## config.mk

```make
export PLATFORM = sky130hd
export DESIGN_NAME = three_way_color_partition_unit_flat
export DESIGN_NICKNAME = d
export VERILOG_FILES = /design/src/rtl/core/tcp_pkg.sv /design/src/rtl/core/tcp_if.sv /design/src/rtl/core/tcp_datapath.sv /design/src/rtl/core/tcp_ctrl.sv /design/src/rtl/core/three_way_color_partition_unit.sv /design/src/flat_wrapper.sv
export SDC_FILE = /design/constraint.sdc
export NUM_CORES = 2
export LEC_CHECK = 0
export ABC_AREA = 1
export BUFFER_PORTS_ARGS = -buffer_cell sky130_fd_sc_hd__clkbuf_2
export CAP_MARGIN = 40
export CELL_PAD_IN_SITES_DETAIL_PLACEMENT = 1
export CELL_PAD_IN_SITES_GLOBAL_PLACEMENT = 2
export CORE_MARGIN = 4
export CORE_UTILIZATION = 36
export DETAILED_ROUTE_END_ITERATION = 8
export PLACE_DENSITY = 0.79
export SYNTH_ARGS = -nofsm -noshare
export SYNTH_HDL_FRONTEND = slang
export SYNTH_SLANG_ARGS = --single-unit
```

## constraint.sdc

```tcl
create_clock -name clk -period 5.5 [get_ports clk]
set_input_delay 0.825 -clock clk [delete_from_list [all_inputs] [get_ports clk]]
set_output_delay 0.825 -clock clk [all_outputs]
set_load 0.01 [all_outputs]
```

## src/rtl/core/tcp_pkg.sv

```systemverilog
// Shared types and codes for the three-way color partition unit.
// No dependencies; imported by the controller, datapath, top level and checker.
package tcp_pkg;

	localparam logic REQ_LOAD = 1'b0;
	localparam logic REQ_RUN  = 1'b1;

	localparam logic [1:0] COLOR_BLUE  = 2'd0;
	localparam logic [1:0] COLOR_GREEN = 2'd1;

	typedef struct packed {
		logic [1:0]        color;
		logic signed [31:0] height;
	} item_t;

	typedef struct packed {
		logic              item_valid;
		logic [1:0]        out_color;
		logic signed [31:0] out_height;
		logic [6:0]        first_green;
		logic [6:0]        green_end;
		logic              overflow;
		logic              last;
	} res_t;

	typedef enum logic [2:0] {
		WR_NONE,
		WR_LOAD,
		WR_LO_A,
		WR_MID_B,
		WR_HI_A
	} wr_op_t;

	typedef enum logic [1:0] {
		RD_NONE,
		RD_MID_LO,
		RD_HI,
		RD_EMIT
	} rd_op_t;

	typedef enum logic [2:0] {
		PTR_HOLD,
		PTR_INIT,
		PTR_BLUE,
		PTR_GREEN,
		PTR_RED
	} ptr_op_t;

	typedef enum logic [1:0] {
		OUT_NONE,
		OUT_ITEM,
		OUT_EMPTY
	} out_op_t;

	// controller -> datapath
	typedef struct packed {
		wr_op_t  wr_op;
		rd_op_t  rd_op;
		ptr_op_t ptr_op;
		out_op_t out_op;
	} cmd_t;

	// datapath -> controller
	typedef struct packed {
		logic       mid_lt_hi;
		logic       count_zero;
		logic [1:0] a_color;
		logic       out_free;
		logic       emit_last;
	} sts_t;

endpackage

```

## src/rtl/core/tcp_if.sv

```systemverilog
// Valid/ready channel interfaces for request and result words.
// No dependencies.
interface tcp_req_if;
	logic              valid;
	logic              ready;
	logic              req_type;
	logic [1:0]        color;
	logic signed [31:0] height;

	modport source(output valid, req_type, color, height, input ready);
	modport sink(input valid, req_type, color, height, output ready);
endinterface

interface tcp_res_if;
	logic              valid;
	logic              ready;
	logic              item_valid;
	logic [1:0]        out_color;
	logic signed [31:0] out_height;
	logic [6:0]        first_green;
	logic [6:0]        green_end;
	logic              overflow;
	logic              last;

	modport source(output valid, item_valid, out_color, out_height, first_green, green_end,
		overflow, last, input ready);
	modport sink(input valid, item_valid, out_color, out_height, first_green, green_end,
		overflow, last, output ready);
endinterface

```

## src/rtl/core/tcp_datapath.sv

```systemverilog
// Datapath: item memory, partition pointers, emit index and result register.
// Depends on tcp_pkg.
module tcp_datapath #(
	parameter int MAX_ITEMS = 64
) (
	input  logic              clk,
	input  logic              arst_n,
	input  tcp_pkg::cmd_t     cmd,
	output tcp_pkg::sts_t     sts,
	input  logic [1:0]        color,
	input  logic signed [31:0] height,
	output logic              res_valid,
	output tcp_pkg::res_t     res_data,
	input  logic              res_ready
);
	import tcp_pkg::*;

	localparam int IW = $clog2(MAX_ITEMS);
	localparam int CW = $clog2(MAX_ITEMS + 1);

	item_t mem [MAX_ITEMS];

	logic [CW-1:0] count_q, lo_q, mid_q, hi_p1_q, k_q;
	logic          ovf_q;
	item_t         rd_a_q, rd_b_q;
	logic          res_valid_q;
	res_t          res_q;

	logic [CW-1:0] hi_m1;
	logic [IW-1:0] hi_idx, addr_a, addr_b, wr_addr;
	logic          full, wr_en, out_free, emit_last;
	item_t         wr_data;

	assign full      = (count_q == CW'(MAX_ITEMS));
	assign hi_m1     = CW'(hi_p1_q - 1'b1);
	assign hi_idx    = hi_m1[IW-1:0];
	assign out_free  = !res_valid_q || res_ready;
	assign emit_last = (CW'(k_q + 1'b1) == count_q);

	// single write port
	always_comb begin
		wr_en   = 1'b0;
		wr_addr = count_q[IW-1:0];
		wr_data = '{color: color, height: height};
		case (cmd.wr_op)
			WR_LOAD: begin
				wr_en = !full;
			end
			WR_LO_A: begin
				wr_en   = 1'b1;
				wr_addr = lo_q[IW-1:0];
				wr_data = rd_a_q;
			end
			WR_MID_B: begin
				wr_en   = 1'b1;
				wr_addr = mid_q[IW-1:0];
				wr_data = rd_b_q;
			end
			WR_HI_A: begin
				wr_en   = 1'b1;
				wr_addr = hi_idx;
				wr_data = rd_a_q;
			end
			default: begin
				wr_en = 1'b0;
			end
		endcase
	end

	assign addr_a = (cmd.rd_op == RD_EMIT) ? k_q[IW-1:0] : mid_q[IW-1:0];
	assign addr_b = (cmd.rd_op == RD_HI) ? hi_idx : lo_q[IW-1:0];

	always_ff @(posedge clk) begin
		if (wr_en) begin
			mem[wr_addr] <= wr_data;
		end
		if (cmd.rd_op == RD_MID_LO || cmd.rd_op == RD_EMIT) begin
			rd_a_q <= mem[addr_a];
		end
		if (cmd.rd_op == RD_MID_LO || cmd.rd_op == RD_HI) begin
			rd_b_q <= mem[addr_b];
		end
	end

	always_ff @(posedge clk or negedge arst_n) begin
		if (!arst_n) begin
			count_q <= '0;
			ovf_q   <= 1'b0;
			lo_q    <= '0;
			mid_q   <= '0;
			hi_p1_q <= '0;
			k_q     <= '0;
		end else begin
			if (cmd.wr_op == WR_LOAD) begin
				if (full) begin
					ovf_q <= 1'b1;
				end else begin
					count_q <= CW'(count_q + 1'b1);
				end
			end
			case (cmd.ptr_op)
				PTR_INIT: begin
					lo_q    <= '0;
					mid_q   <= '0;
					hi_p1_q <= count_q;
					k_q     <= '0;
				end
				PTR_BLUE: begin
					lo_q  <= CW'(lo_q + 1'b1);
					mid_q <= CW'(mid_q + 1'b1);
				end
				PTR_GREEN: begin
					mid_q <= CW'(mid_q + 1'b1);
				end
				PTR_RED: begin
					hi_p1_q <= hi_m1;
				end
				default: begin
				end
			endcase
			if (cmd.out_op == OUT_ITEM) begin
				k_q <= CW'(k_q + 1'b1);
			end
		end
	end

	// result register
	always_ff @(posedge clk or negedge arst_n) begin
		if (!arst_n) begin
			res_valid_q <= 1'b0;
		end else if (cmd.out_op != OUT_NONE) begin
			res_valid_q <= 1'b1;
		end else if (res_ready) begin
			res_valid_q <= 1'b0;
		end
	end

	always_ff @(posedge clk) begin
		case (cmd.out_op)
			OUT_ITEM: begin
				res_q.item_valid  <= 1'b1;
				res_q.out_color   <= rd_a_q.color;
				res_q.out_height  <= rd_a_q.height;
				res_q.first_green <= 7'(lo_q);
				res_q.green_end   <= 7'(mid_q);
				res_q.overflow    <= ovf_q;
				res_q.last        <= emit_last;
			end
			OUT_EMPTY: begin
				res_q.item_valid  <= 1'b0;
				res_q.out_color   <= '0;
				res_q.out_height  <= '0;
				res_q.first_green <= '0;
				res_q.green_end   <= '0;
				res_q.overflow    <= ovf_q;
				res_q.last        <= 1'b1;
			end
			default: begin
			end
		endcase
	end

	assign res_valid = res_valid_q;
	assign res_data  = res_q;

	assign sts.mid_lt_hi  = (mid_q < hi_p1_q);
	assign sts.count_zero = (count_q == '0);
	assign sts.a_color    = rd_a_q.color;
	assign sts.out_free   = out_free;
	assign sts.emit_last  = emit_last;

endmodule

```

## src/rtl/core/tcp_ctrl.sv

```systemverilog
// Controller: sequences loads, partition steps and the emit pass.
// Depends on tcp_pkg.
module tcp_ctrl (
	input  logic          clk,
	input  logic          arst_n,
	input  logic          req_valid,
	input  logic          req_type,
	output logic          req_ready,
	input  tcp_pkg::sts_t sts,
	output tcp_pkg::cmd_t cmd
);
	import tcp_pkg::*;

	localparam logic [3:0] S_IDLE     = 4'd0;
	localparam logic [3:0] S_STEP     = 4'd1;
	localparam logic [3:0] S_EVAL     = 4'd2;
	localparam logic [3:0] S_BLUE_MID = 4'd3;
	localparam logic [3:0] S_RED_MID  = 4'd4;
	localparam logic [3:0] S_RED_HI   = 4'd5;
	localparam logic [3:0] S_EMPTY    = 4'd6;
	localparam logic [3:0] S_EMIT_RD  = 4'd7;
	localparam logic [3:0] S_EMIT_OUT = 4'd8;

	logic [3:0] state_q, state_d;

	assign req_ready = (state_q == S_IDLE);

	always_comb begin
		state_d = state_q;
		cmd     = '{wr_op: WR_NONE, rd_op: RD_NONE, ptr_op: PTR_HOLD, out_op: OUT_NONE};
		case (state_q)
			S_IDLE: begin
				if (req_valid) begin
					if (req_type == REQ_LOAD) begin
						cmd.wr_op = WR_LOAD;
					end else begin
						cmd.ptr_op = PTR_INIT;
						state_d    = S_STEP;
					end
				end
			end
			S_STEP: begin
				if (sts.mid_lt_hi) begin
					cmd.rd_op = RD_MID_LO;
					state_d   = S_EVAL;
				end else if (sts.count_zero) begin
					state_d = S_EMPTY;
				end else begin
					state_d = S_EMIT_RD;
				end
			end
			S_EVAL: begin
				case (sts.a_color)
					COLOR_BLUE: begin
						cmd.wr_op = WR_LO_A;
						state_d   = S_BLUE_MID;
					end
					COLOR_GREEN: begin
						cmd.ptr_op = PTR_GREEN;
						state_d    = S_STEP;
					end
					default: begin
						// red, and the unused code three, go to the top
						cmd.rd_op = RD_HI;
						state_d   = S_RED_MID;
					end
				endcase
			end
			S_BLUE_MID: begin
				cmd.wr_op  = WR_MID_B;
				cmd.ptr_op = PTR_BLUE;
				state_d    = S_STEP;
			end
			S_RED_MID: begin
				cmd.wr_op = WR_MID_B;
				state_d   = S_RED_HI;
			end
			S_RED_HI: begin
				cmd.wr_op  = WR_HI_A;
				cmd.ptr_op = PTR_RED;
				state_d    = S_STEP;
			end
			S_EMPTY: begin
				if (sts.out_free) begin
					cmd.out_op = OUT_EMPTY;
					state_d    = S_IDLE;
				end
			end
			S_EMIT_RD: begin
				cmd.rd_op = RD_EMIT;
				state_d   = S_EMIT_OUT;
			end
			S_EMIT_OUT: begin
				if (sts.out_free) begin
					cmd.out_op = OUT_ITEM;
					state_d    = sts.emit_last ? S_IDLE : S_EMIT_RD;
				end
			end
			default: begin
				state_d = S_IDLE;
			end
		endcase
	end

	always_ff @(posedge clk or negedge arst_n) begin
		if (!arst_n) begin
			state_q <= S_IDLE;
		end else begin
			state_q <= state_d;
		end
	end

endmodule

```

## src/rtl/core/three_way_color_partition_unit.sv

```systemverilog
// Top level of the three-way color partition unit.
// Depends on tcp_pkg, tcp_if, tcp_ctrl and tcp_datapath.
//
// Loads go in one word per cycle (req_type load) while the unit is idle, and are appended
// to an item memory of MAX_ITEMS entries; loads into a full memory are dropped and set the
// sticky overflow bit, which only reset clears. A run word partitions the stored items in
// place (blue, then green, then red; code three sorts with red) and then streams one result
// word per stored item, in memory order, each carrying the green bounds and overflow, the
// final one flagged with last. An empty memory answers a run with a single word with
// item_valid low. Items stay in memory after a run; later loads append to them.
// Each run takes one partition step per examined item: step and evaluate states for
// green, plus blue-mid for blue or red-mid and red-hi for red (the item memory has one
// write port, so each swap is two writes); it leaves the loop through the step state and
// emits each word by a registered memory read, then the result register, waiting while
// the sink stalls. A new word is taken only between runs, but the final result may still
// wait in the output register while the next load is taken. No clearing pass after reset.
module three_way_color_partition_unit #(
	parameter int MAX_ITEMS = 64
) (
	input  logic     clk,
	input  logic     arst_n,
	tcp_req_if.sink  req,
	tcp_res_if.source rsp
);
	import tcp_pkg::*;

	cmd_t cmd;
	sts_t sts;
	res_t res_data;
	logic res_valid;
	logic req_ready;

	tcp_ctrl u_ctrl (
		.clk       (clk),
		.arst_n    (arst_n),
		.req_valid (req.valid),
		.req_type  (req.req_type),
		.req_ready (req_ready),
		.sts       (sts),
		.cmd       (cmd)
	);

	tcp_datapath #(
		.MAX_ITEMS (MAX_ITEMS)
	) u_dp (
		.clk       (clk),
		.arst_n    (arst_n),
		.cmd       (cmd),
		.sts       (sts),
		.color     (req.color),
		.height    (req.height),
		.res_valid (res_valid),
		.res_data  (res_data),
		.res_ready (rsp.ready)
	);

	assign req.ready       = req_ready;

	assign rsp.valid       = res_valid;
	assign rsp.item_valid  = res_data.item_valid;
	assign rsp.out_color   = res_data.out_color;
	assign rsp.out_height  = res_data.out_height;
	assign rsp.first_green = res_data.first_green;
	assign rsp.green_end   = res_data.green_end;
	assign rsp.overflow    = res_data.overflow;
	assign rsp.last        = res_data.last;

endmodule

```

## src/flat_wrapper.sv

```systemverilog
// flat-port wrapper written by rule: the top's interface ports become plain ports
module three_way_color_partition_unit_flat import tcp_pkg::*;
#(
	parameter int MAX_ITEMS = 64
)
  (clk, arst_n, req_valid, req_req_type, req_color, req_height, req_ready, rsp_valid, rsp_item_valid, rsp_out_color, rsp_out_height, rsp_first_green, rsp_green_end, rsp_overflow, rsp_last, rsp_ready);
  tcp_req_if req_i ();
  tcp_res_if rsp_i ();
  input  logic clk;
  input  logic arst_n;
  input wire logic [$bits(req_i.valid)-1:0] req_valid;
  input wire logic [$bits(req_i.req_type)-1:0] req_req_type;
  input wire logic [$bits(req_i.color)-1:0] req_color;
  input wire logic [$bits(req_i.height)-1:0] req_height;
  output wire logic [$bits(req_i.ready)-1:0] req_ready;
  output wire logic [$bits(rsp_i.valid)-1:0] rsp_valid;
  output wire logic [$bits(rsp_i.item_valid)-1:0] rsp_item_valid;
  output wire logic [$bits(rsp_i.out_color)-1:0] rsp_out_color;
  output wire logic [$bits(rsp_i.out_height)-1:0] rsp_out_height;
  output wire logic [$bits(rsp_i.first_green)-1:0] rsp_first_green;
  output wire logic [$bits(rsp_i.green_end)-1:0] rsp_green_end;
  output wire logic [$bits(rsp_i.overflow)-1:0] rsp_overflow;
  output wire logic [$bits(rsp_i.last)-1:0] rsp_last;
  input wire logic [$bits(rsp_i.ready)-1:0] rsp_ready;
  assign req_i.valid = req_valid;
  assign req_i.req_type = req_req_type;
  assign req_i.color = req_color;
  assign req_i.height = req_height;
  assign req_ready = req_i.ready;
  assign rsp_valid = rsp_i.valid;
  assign rsp_item_valid = rsp_i.item_valid;
  assign rsp_out_color = rsp_i.out_color;
  assign rsp_out_height = rsp_i.out_height;
  assign rsp_first_green = rsp_i.first_green;
  assign rsp_green_end = rsp_i.green_end;
  assign rsp_overflow = rsp_i.overflow;
  assign rsp_last = rsp_i.last;
  assign rsp_i.ready = rsp_ready;
  three_way_color_partition_unit #(.MAX_ITEMS(MAX_ITEMS)) u_core (.clk(clk), .arst_n(arst_n), .req(req_i), .rsp(rsp_i));
endmodule
```

==> run_results.csv <==
group,metric,value,unit
outcome,outcome,"finished, violations left",
timing,finalHoldViolCount,0,
synth,ys_types,38,
drt,drc_errors,3,
final_layout,final_core_util,0.414,
global_routing,grt_start_max_net_pins,125,
setup_path,worstSetupEndpointType,"flip-flop",
synth,synth_adder_area_share,0.00173,
clock_tree,cts_buffers,282,
timing,min_period,4940,ps
synth,syn_area,0.123,mm2
drt,route.met3.wl,47.7,mm
final_layout,multi_input_area,0.0412,mm2
floorplan,dieArea,0.352,mm2
drt,dr.pass1.iters,9,
timing,fmax,203,MHz
power_and_ir_drop,p_sw,43100,uW
final_layout,areaGrowthSynthToFinish,14.2,%
clock_tree,cts_hold_buf,1,
power_and_ir_drop,p_clk_frac,0.205,
final_layout,drive_above_1_share,0.0730,
setup_path,critical_path_class,"reg2reg",
global_routing,antenna_found_initial,20,
drt,wl_met2,256,mm
synth,yosys_most_used_dff,"edfxtp_1",
timing,post-route-period-util,0.897,
drt,vias,110000,
floorplan,die_w,593,um
placed_design,gp_congestion,0.851,
synth,ys_seq_area_frac,0.567,
timing,setup_slack,564,ps
outcome,violations,"design-rule violations",
synth,yosys-top-cells-area,"edfxtp_1 56%, nand3_1 17%, nand2_1 13%",
synth,synthSimpleGateAreaFrac,0.314,
timing,rsz0062_at_grt,"false",
synth,syn_nets,14700,
floorplan,rows,214,
synth,synth-edff-count,2295,
clock_tree,path_clk_slew,70,ps
timing,tns,0,ps
drt,wl_met1,234,mm
clock_tree,clock_latency,930,ps
setup_path,cp_common_cell,"nand3_1",
timing,setup-violations-final,0,
floorplan,die_h,593,um
synth,ys_warn_count,0,
timing,skew,55.7,ps
setup_path,critPathRequiredTime,6240,ps
synth,yosys.area.top_type_share,0.559,
clock_tree,clockBufferDepth,4,
setup_path,cpPeakStageDelay,680,ps
drt,routed_wirelength,569,mm
synth,syn_area_per_cell,8.41,um2
synth,synth_top_family_by_area,"simple AND/OR/NAND/NOR gates",
placed_design,portBuffers,91,
synth,synth_async_sr_flop_share,0.0176,
clock_tree,cts_tree,"yes",
placed_design,place_worst_setup_slack,671,ps
setup_path,cp-start-kind,"flip-flop",
min_path,worst_hold_path_type,"in2reg",
clock_tree,cts_setup_buffers,0,
power_and_ir_drop,internal_power,46500,uW
timing,drv_slew,0,
power_and_ir_drop,pwr-share-seq,0.278,
synth,synth-xor-area-share,0.00121,
final_layout,nFillCells,39700,
synth,synth_most_common_cell,"nand2_1",
final_layout,register_area,0.0699,mm2
global_routing,grt_usage,0.316,
placed_design,dp_hpwl,317,mm
setup_path,crit_chain,"inv_1, ha_1, a21oi_1, nor2_1, nor3b_1, nand2_1, o21ai_4, ha_1, buf_4, nand2_1, o21ai_4, buf_12, buf_4, nand3_1, nand3_1, nand3_1, nand3_1, nand3_1, nand2_1",
timing,tightestPinTransition,1060,ps
final_layout,fin_nets,14600,
synth,ys_top_cells_by_count,"4393 x nand2_1, 4270 x nand3_1, 2295 x edfxtp_1",
power_and_ir_drop,p_leak,0.0599,uW
global_routing,grt_pass1_wl,807,mm
setup_path,worstPathArrival,5680,ps
drt,initialDrtViolationCount,13500,
drt,final_antenna_net_count,0,
synth,synth_cells,14700,
drt,avgRoutedWirePerCell,29.5,um
power_and_ir_drop,switching_share,0.481,
global_routing,grt-ovfl-total,0,
synth,synthMuxAreaShare,0,
job,maxCapViolCount,0,
floorplan,core_area,0.340,mm2
clock_tree,cts.sinks,2336,
power_and_ir_drop,p_per_area,636,mW/mm2
drt,vias_per_cell,5.70,
global_routing,grt_pass1_vias,109000,
timing,relSlewSlack,0.291,
clock_tree,ctsHtreeMaxLevel,5,
synth,synth_compound_area_frac,0.0119,
power_and_ir_drop,ir_worst_vdd,0.000782,V
clock_tree,clock-root-buffer,"clkbuf_16",
synth,synth.ff_latch_count,2336,
drt,routed.top_layer,"met5",
setup_path,cpMaxStageDelayCell,"ha_1",
power_and_ir_drop,pwr-share-comb,0.517,
clock_tree,cts_resized,0,
floorplan,start_util,0.362,
synth,synth_area_leader_cell,"edfxtp_1",
setup_path,path_max_fanout,34,
floorplan,ios,92,
==> power by group through the flow <==
stage                     combinational, uW  clock, uW  sequential (uW)
final                                 46300      18400            24900
after global routing                  49200      19300            24900
after CTS                             45500      18600            24900
after detailed placement              45300          0            25200
after global placement                44800          0            25200
after floorplan                       25800          0            25400
==> registers in the layout (all words and copies together) (netlist names), 2 cells and up <==
register	flops
u_core.u_dp.lo_q	7
u_core.u_dp.rd_a_q	32
u_core.u_ctrl.state_q	4
u_core.u_dp.hi_p1_q	7
u_core.u_dp.k_q	7
u_core.u_dp.mem	2176
u_core.u_dp.count_q	7
u_core.u_dp.res_data	51
u_core.u_dp.rd_b_q	34
u_core.u_dp.sts	2
u_core.u_dp.mid_q	7
==> layer usage <==
metal / vias up / track usage
met5: - / 0
met4: 8 / 0.151
met2: 5216 / 0.498
met1: 55400 / 0.424
li1: 47900 / -
met3: 1329 / 0.0532
==> logic make-up after synthesis <==
| logic type | Yosys count |
|---|---|
| and+or+nand+nor | 8842 |
| buffers and inverters | 3230 |
| DFF | 2336 |
| AOI/OAI and AO/OA | 210 |
| xor gates and xnor gates | 17 |
| adders and majority gates | 17 |
==> area by class of cell <==
cell class	instances	area share
diodes	7	0.000124
repair buffers	574	0.0475
well taps	4536	0.0403
clock inverters	148	0.00808
inverters	2257	0.0605
flip-flops and latches	2336	0.497
clock buffers	347	0.0536
multi-input cells	9086	0.293
==> placed cells by master (no fill, tap or decap), drive strengths merged, types with 17 or more instances in the layout <==
cell type | netlist | final
o21ai | 47 | 47
ha | 17 | 17
clkinv | 2 | 115
clkbuf | 343 | 438
nor2 | 150 | 150
o211ai | 135 | 135
inv | 2255 | 2267
buf | 630 | 482
nand3 | 4279 | 4279
edfxtp | 2295 | 2295
nand2 | 4397 | 4397
dfrtp | 41 | 41
==> worst max-delay path: cells and delay by family, from the launching register on <==
kind / cells / cell delay, ps
DFF: 1 / 380
and+or+nand+nor: 10 / 1410
adders and majority gates: 2 / 960
buffers and inverters: 4 / 1290
AOI/OAI and AO/OA: 3 / 690
==> final timing paths <==
path                            cells after the start                 endpoint                    from  slack (ps)
worst max register to register                     19       u_core.u_dp.sts[2]  u_core.u_dp.hi_p1_q[4]         560
worst min-delay path                                4    u_core.u_dp.res_valid               rsp_ready         290
worst max-delay path                               19       u_core.u_dp.sts[2]  u_core.u_dp.hi_p1_q[4]         560
min in group asynchronous                           3       u_core.u_dp.k_q[6]                  arst_n         590
max in group asynchronous                           3       u_core.u_dp.k_q[1]                  arst_n        4480
worst min register to register                      0  u_core.u_dp.res_data[1]       u_core.u_dp.ovf_q         510
==> per-stage QoR <==
step	std cells	total power (uW)	hold slack, ps	instance area, um2
floorplan	14700	51100	427	123000
global placement	18800	70000	484	132000
detailed placement	18800	70500	478	132000
CTS	19300	89000	221	141000
global route	19300	93500	308	141000
finish	19300	89600	288	141000
Note: power is estimated with default switching activity, not from simulation.
